File: src/sv/xdnh_pkg.sv
package xdnh_pkg;

    // Fixed widths of the port fields.
    localparam int ID_FIELD_W   = 64;
    localparam int SLOT_FIELD_W = 4;
    localparam int CNT_FIELD_W  = 5;

    // Command codes; the fourth code changes nothing and answers like a write.
    localparam logic [1:0] CMD_WRITE = 2'd0;
    localparam logic [1:0] CMD_CLEAR = 2'd1;
    localparam logic [1:0] CMD_QUERY = 2'd2;

    // One command beat.
    typedef struct packed {
        logic [1:0]              command;
        logic [SLOT_FIELD_W-1:0] slot;
        logic [ID_FIELD_W-1:0]   peer_id;
        logic                    peer_is_server;
        logic                    peer_connected;
        logic [ID_FIELD_W-1:0]   target_id;
        logic [ID_FIELD_W-1:0]   excluded_id;
        logic                    ignore_local;
    } cmd_beat_t;

    // One result beat.
    typedef struct packed {
        logic                    hop_found;
        logic [SLOT_FIELD_W-1:0] hop_slot;
        logic [ID_FIELD_W-1:0]   hop_id;
        logic [CNT_FIELD_W-1:0]  server_neighbors;
    } res_beat_t;

    // Per-slot update strobes from the top level to one cell.
    typedef struct packed {
        logic wr;
        logic clr;
    } slot_ctrl_t;

endpackage

File: src/sv/xdnh_cell.sv
module xdnh_cell
    import xdnh_pkg::*;
#(
    parameter int ID_BITS = 64,
    parameter int SLOT_W  = 4,
    parameter int IDX     = 0
) (
    input  logic               clk,
    input  logic               rst_n,
    // Slot update
    input  slot_ctrl_t         ctrl,
    input  logic [ID_BITS-1:0] wr_id,
    input  logic               wr_server,
    input  logic               wr_conn,
    // Query operands, held steady for the whole scan
    input  logic [ID_BITS-1:0] target,
    input  logic [ID_BITS-1:0] excl,
    input  logic               ign,
    input  logic [ID_BITS-1:0] start_best,
    // Token from the previous cell
    input  logic               tok_vld_in,
    input  logic               tok_found_in,
    input  logic [SLOT_W-1:0]  tok_slot_in,
    input  logic [ID_BITS-1:0] tok_hid_in,
    // Token to the next cell
    output logic               tok_vld_out,
    output logic               tok_found_out,
    output logic [SLOT_W-1:0]  tok_slot_out,
    output logic [ID_BITS-1:0] tok_hid_out,
    // Change of the connected server count caused by this update
    output logic               cnt_inc,
    output logic               cnt_dec
);

    localparam logic [SLOT_W-1:0] MY_SLOT = SLOT_W'(IDX);

    logic               valid_reg;
    logic [ID_BITS-1:0] id_reg;
    logic               server_reg;
    logic               conn_reg;

    logic               tok_vld_reg;
    logic               tok_found_reg;
    logic [SLOT_W-1:0]  tok_slot_reg;
    logic [ID_BITS-1:0] tok_hid_reg;

    logic [ID_BITS-1:0] best;
    logic [ID_BITS-1:0] slot_dist;
    logic               eligible;
    logic               take;
    logic               contrib_old;

    // Slot contents; only the valid mark is cleared by reset.
    always_ff @(posedge clk or negedge rst_n)
    begin
        if (!rst_n)
        begin
            valid_reg <= 1'b0;
        end
        else if (ctrl.wr)
        begin
            valid_reg <= 1'b1;
        end
        else if (ctrl.clr)
        begin
            valid_reg <= 1'b0;
        end
    end

    always_ff @(posedge clk)
    begin
        if (ctrl.wr)
        begin
            id_reg     <= wr_id;
            server_reg <= wr_server;
            conn_reg   <= wr_conn;
        end
    end

    // Count delta: compare what the slot adds to the count before and after.
    assign contrib_old = valid_reg && conn_reg && server_reg;
    assign cnt_inc     = ctrl.wr && wr_server && wr_conn && !contrib_old;
    assign cnt_dec     = contrib_old && ((ctrl.wr && !(wr_server && wr_conn)) || ctrl.clr);

    // Scan step: the best distance so far follows from the token's chosen id.
    assign best      = tok_found_in ? (tok_hid_in ^ target) : start_best;
    assign slot_dist = id_reg ^ target;
    assign eligible  = valid_reg && conn_reg && (id_reg != excl);
    assign take      = eligible && ((slot_dist < best) || (ign && !tok_found_in))
                       && (server_reg || (id_reg == target));

    always_ff @(posedge clk or negedge rst_n)
    begin
        if (!rst_n)
        begin
            tok_vld_reg <= 1'b0;
        end
        else
        begin
            tok_vld_reg <= tok_vld_in;
        end
    end

    always_ff @(posedge clk)
    begin
        tok_found_reg <= tok_found_in || take;
        tok_slot_reg  <= take ? MY_SLOT : tok_slot_in;
        tok_hid_reg   <= take ? id_reg : tok_hid_in;
    end

    assign tok_vld_out   = tok_vld_reg;
    assign tok_found_out = tok_found_reg;
    assign tok_slot_out  = tok_slot_reg;
    assign tok_hid_out   = tok_hid_reg;

endmodule

File: config.mk
export PLATFORM = sky130hd
export DESIGN_NAME = xdnh_cell
export DESIGN_NICKNAME = d
export VERILOG_FILES = /design/src/sv/xdnh_pkg.sv /design/src/sv/xdnh_cell.sv
export SDC_FILE = /design/constraint.sdc
export NUM_CORES = 1
export LEC_CHECK = 0
export BUFFER_PORTS_ARGS = -buffer_cell sky130_fd_sc_hd__buf_2
export CAP_MARGIN = 15
export CORE_MARGIN = 1
export CORE_UTILIZATION = 30
export DETAILED_ROUTE_END_ITERATION = 10
export PLACE_DENSITY = 0.63
export SYNTH_ARGS = -nofsm -noshare
export SYNTH_HDL_FRONTEND = slang
export SYNTH_SLANG_ARGS = --single-unit
File: constraint.sdc
create_clock -name clk -period 4.05 [get_ports clk]
set_input_delay 0.2025 -clock clk [delete_from_list [all_inputs] [get_ports clk]]
set_output_delay 0.2025 -clock clk [all_outputs]
set_load 0.05 [all_outputs]
==> flow_summary.toml <==
[grt]
antenna_found_initial = 7
grt_pass1_wl_mm = 48.09
grt_max_degree = 50
gr-total-overflow = 0
grt_pass1_vias = 8122
grt_use_total = 0.2386

[clocking]
clockRootBuffer = "clkbuf_16"
post_cts_buffers = 0
cts_tree = "yes"
clk_pin_slew_ns = 0.06
cts_made_buffers = 17
clk_path_buf_depth = 2
clkSinkCount = 137
insertion_delay_ns = 0.43
htreeDepth = 4

[critical_path]
r2r-start = "id_reg[57]$_DFFE_PP_"
reg2regPathDepth = 9
endpoint_kind = "flip-flop"
cp_max_fo = 40
path_class = "reg -> reg"
cp_data_arrival_time_ns = 4.04
cp-start-kind = "flip-flop"
worstReg2RegEnd = "tok_hid_out[14]$_DFF_P_"
ff2ff_setup_slack_ns = 0.31
cp.required_ns = 4.35

[timing]
hold_viol = 0
final_max_slew_viol_count = 0
fin_setup_tns_ns = 0
post-route-period-util = 0.9227
relSlewSlack = 0.5238
skew_ns = 0.01345
rsz0062_at_grt = "no"
max_slew.worst_pin.slew_ns = 0.7078
worst_slack_ns = 0.3132
period_minus_slack_ns = 3.737
setup_viol = 0
max_freq_mhz = 267.6

[floorplanning]
io_pins = 405
start_util = 0.3048
die-area_sq_um = 27890
die_w_um = 167.0
core-area_sq_um = 26800
die_h_um = 167.0
num_rows = 60

[routing]
antenna_left = 0
drtIter0Drc = 332
vias_per_cell = 4.739
num_vias = 7563
drt-total-wl_mm = 33.60
dr.pass1.iters = 4
wl_per_cell_um = 21.05
route.detailed.drc = 0

[synth]
synthDominantCellAreaShare = 0.2426
yosysTopAreaCell = "edfxtp_1"
ys_ff_latch = 137
yosysWarnings = 0
async_reset_ff_frac = 0.01460
synth_edf_count = 66
synth.most_common_cell = "xnor2_1"
synth_ff_type = "dfxtp_1"
synth_cells = 759
ys_top_cells_by_count = "128 x xnor2_1, 80 x nand2_1, 74 x o21ai_0"
synth_nets = 1155
seq_area_frac_synth = 0.4178
synthTopCellsByArea = "edfxtp_1 24%, dfxtp_1 17%, xnor2_1 14%, ha_1 9.6%, mux2_2 8.1%"
synth_area_per_cell_sq_um = 10.76
synth_cell_type_count = 40
netlist_area_sq_um = 8169

[final_layout]
syn2layout_area_growth_pct = 46.32
final_area_sq_um = 11950
num-fill-cells = 2615
nets = 1636
regArea_sq_um = 3413
multi_input_area_sq_um = 4667
drive_above_1_share = 0.4038

[worst_hold_path]
holdCritPathClass = "in -> reg"
min_from = "tok_slot_in[0]"
hold_depth = 2
hold_end = "tok_slot_out[0]$_SDFF_PP0_"

[placement]
dpl_cell_area_sq_um = 10650
hpwl_mm = 27.83
post-place-ws_ns = 0.3509
gp_congestion = 0.8778
io_buffers = 404

[power]
power_density_nw_per_um2 = 392.3
irDropWorstVdd_mv = 0.2082
p_leak_nw = 5.252
fin_total_pwr_w = 0.004688

[status]
status = "complete, no violations"

[run]
drv_cap = 0
==> layer usage <==
| layer | part of all wire | up-vias | global-route usage |
|---|---|---|---|
| met1 | 0.39 | 3475 | 0.2649 |
| met2 | 0.52 | 335 | 0.4441 |
| met3 | 0.074 | 39 | 0.06226 |
| met5 | 0.0018 | - | 0 |
| met4 | 0.015 | 10 | 0.06602 |
| li1 | - | 3704 | - |
==> timing repair <==
| item | 4_1_cts | 5_1_grt |
|---|---|---|
| hold buffers | 69 | 0 |
| resized for setup | 0 | 0 |
| endpoints found under the hold margin | 70 | 0 |
| setup endpoints to repair | 0 | 0 |
==> placed cells by master, fill, tap and decap left out, types with 8 or more instances in the layout <==
master and instances:
a21o_1 8, a21oi_1 22, buf_2 402, buf_4 9
clkbuf_16 18, dfxtp_1 69, dlygate4sd3_1 69, edfxtp_1 66
ha_1 63, mux2_2 59, nand2_1 80, nand4_1 29
nor4_1 22, o21ai_0 74, xnor2_1 128, xor2_1 63
==> per-stage QoR <==
| stage | hold slack [ns] | util | std cells |
|---|---|---|---|
| 6_report | 0.02370 | 0.4460 | 1596 |
| 5_1_grt | 0.005631 | 0.4459 | 1595 |
| 4_1_cts | 0.0009356 | 0.4458 | 1594 |
| 3_5_place_dp | -0.002494 | 0.3975 | 1493 |
| 3_3_place_gp | -0.0008975 | 0.3975 | 1493 |
| 2_1_floorplan | -0.09309 | - | 759 |
==> final cells by class <==
class	count	share of cell area
multi-input cells	599	0.3905
flip-flops and latches	137	0.2856
repair buffers	483	0.2368
clock buffers	22	0.04062
well taps	341	0.03570
clock inverters	10	0.009840
inverters	2	0.0006281
diodes	2	0.0004187
==> cell families after synthesis <==
logic type,share of synthesized area
fa+ha+maj,0.09649
simple gates,0.09649
xor+xnor,0.2048
flops,0.4178
mux,0.08822
compound gates,0.08394
buf+inv,0.01225
==> critical path, cell delays in order, from the launching register on <==
cell	delay, ns
edfxtp_1	0.44
xor2_1	0.39
ha_1	0.32
a21o_1	0.18
a221o_1	0.32
a221oi_1	0.65
a31oi_1	0.26
a311oi_4	0.36
buf_12	0.31
mux2_2	0.37
==> where the power goes <==
part,internal [W],total [W],switching [W]
sequential,0.00158,0.00167,0.0000824
combinational,0.000560,0.00139,0.000829
clock,0.000979,0.00163,0.000653
total,0.00312,0.00469,0.00156
==> worst max path at each step <==
stage | slack (ns) | cells past startpoint | startpoint | end
2_1_floorplan | 0.70 | 14 | tok_found_in | tok_hid_out[58]$_DFF_P_
3_3_place_gp | 0.39 | 11 | tok_found_in | tok_hid_out[5]$_DFF_P_
3_5_place_dp | 0.35 | 10 | tok_found_in | tok_hid_out[14]$_DFF_P_
4_1_cts | 0.39 | 9 | id_reg[57]$_DFFE_PP_ | tok_hid_out[14]$_DFF_P_
5_1_grt | 0.26 | 9 | id_reg[57]$_DFFE_PP_ | tok_hid_out[19]$_DFF_P_
6_report | 0.31 | 9 | id_reg[57]$_DFFE_PP_ | tok_hid_out[14]$_DFF_P_
Power figures use the tool's default switching activity.
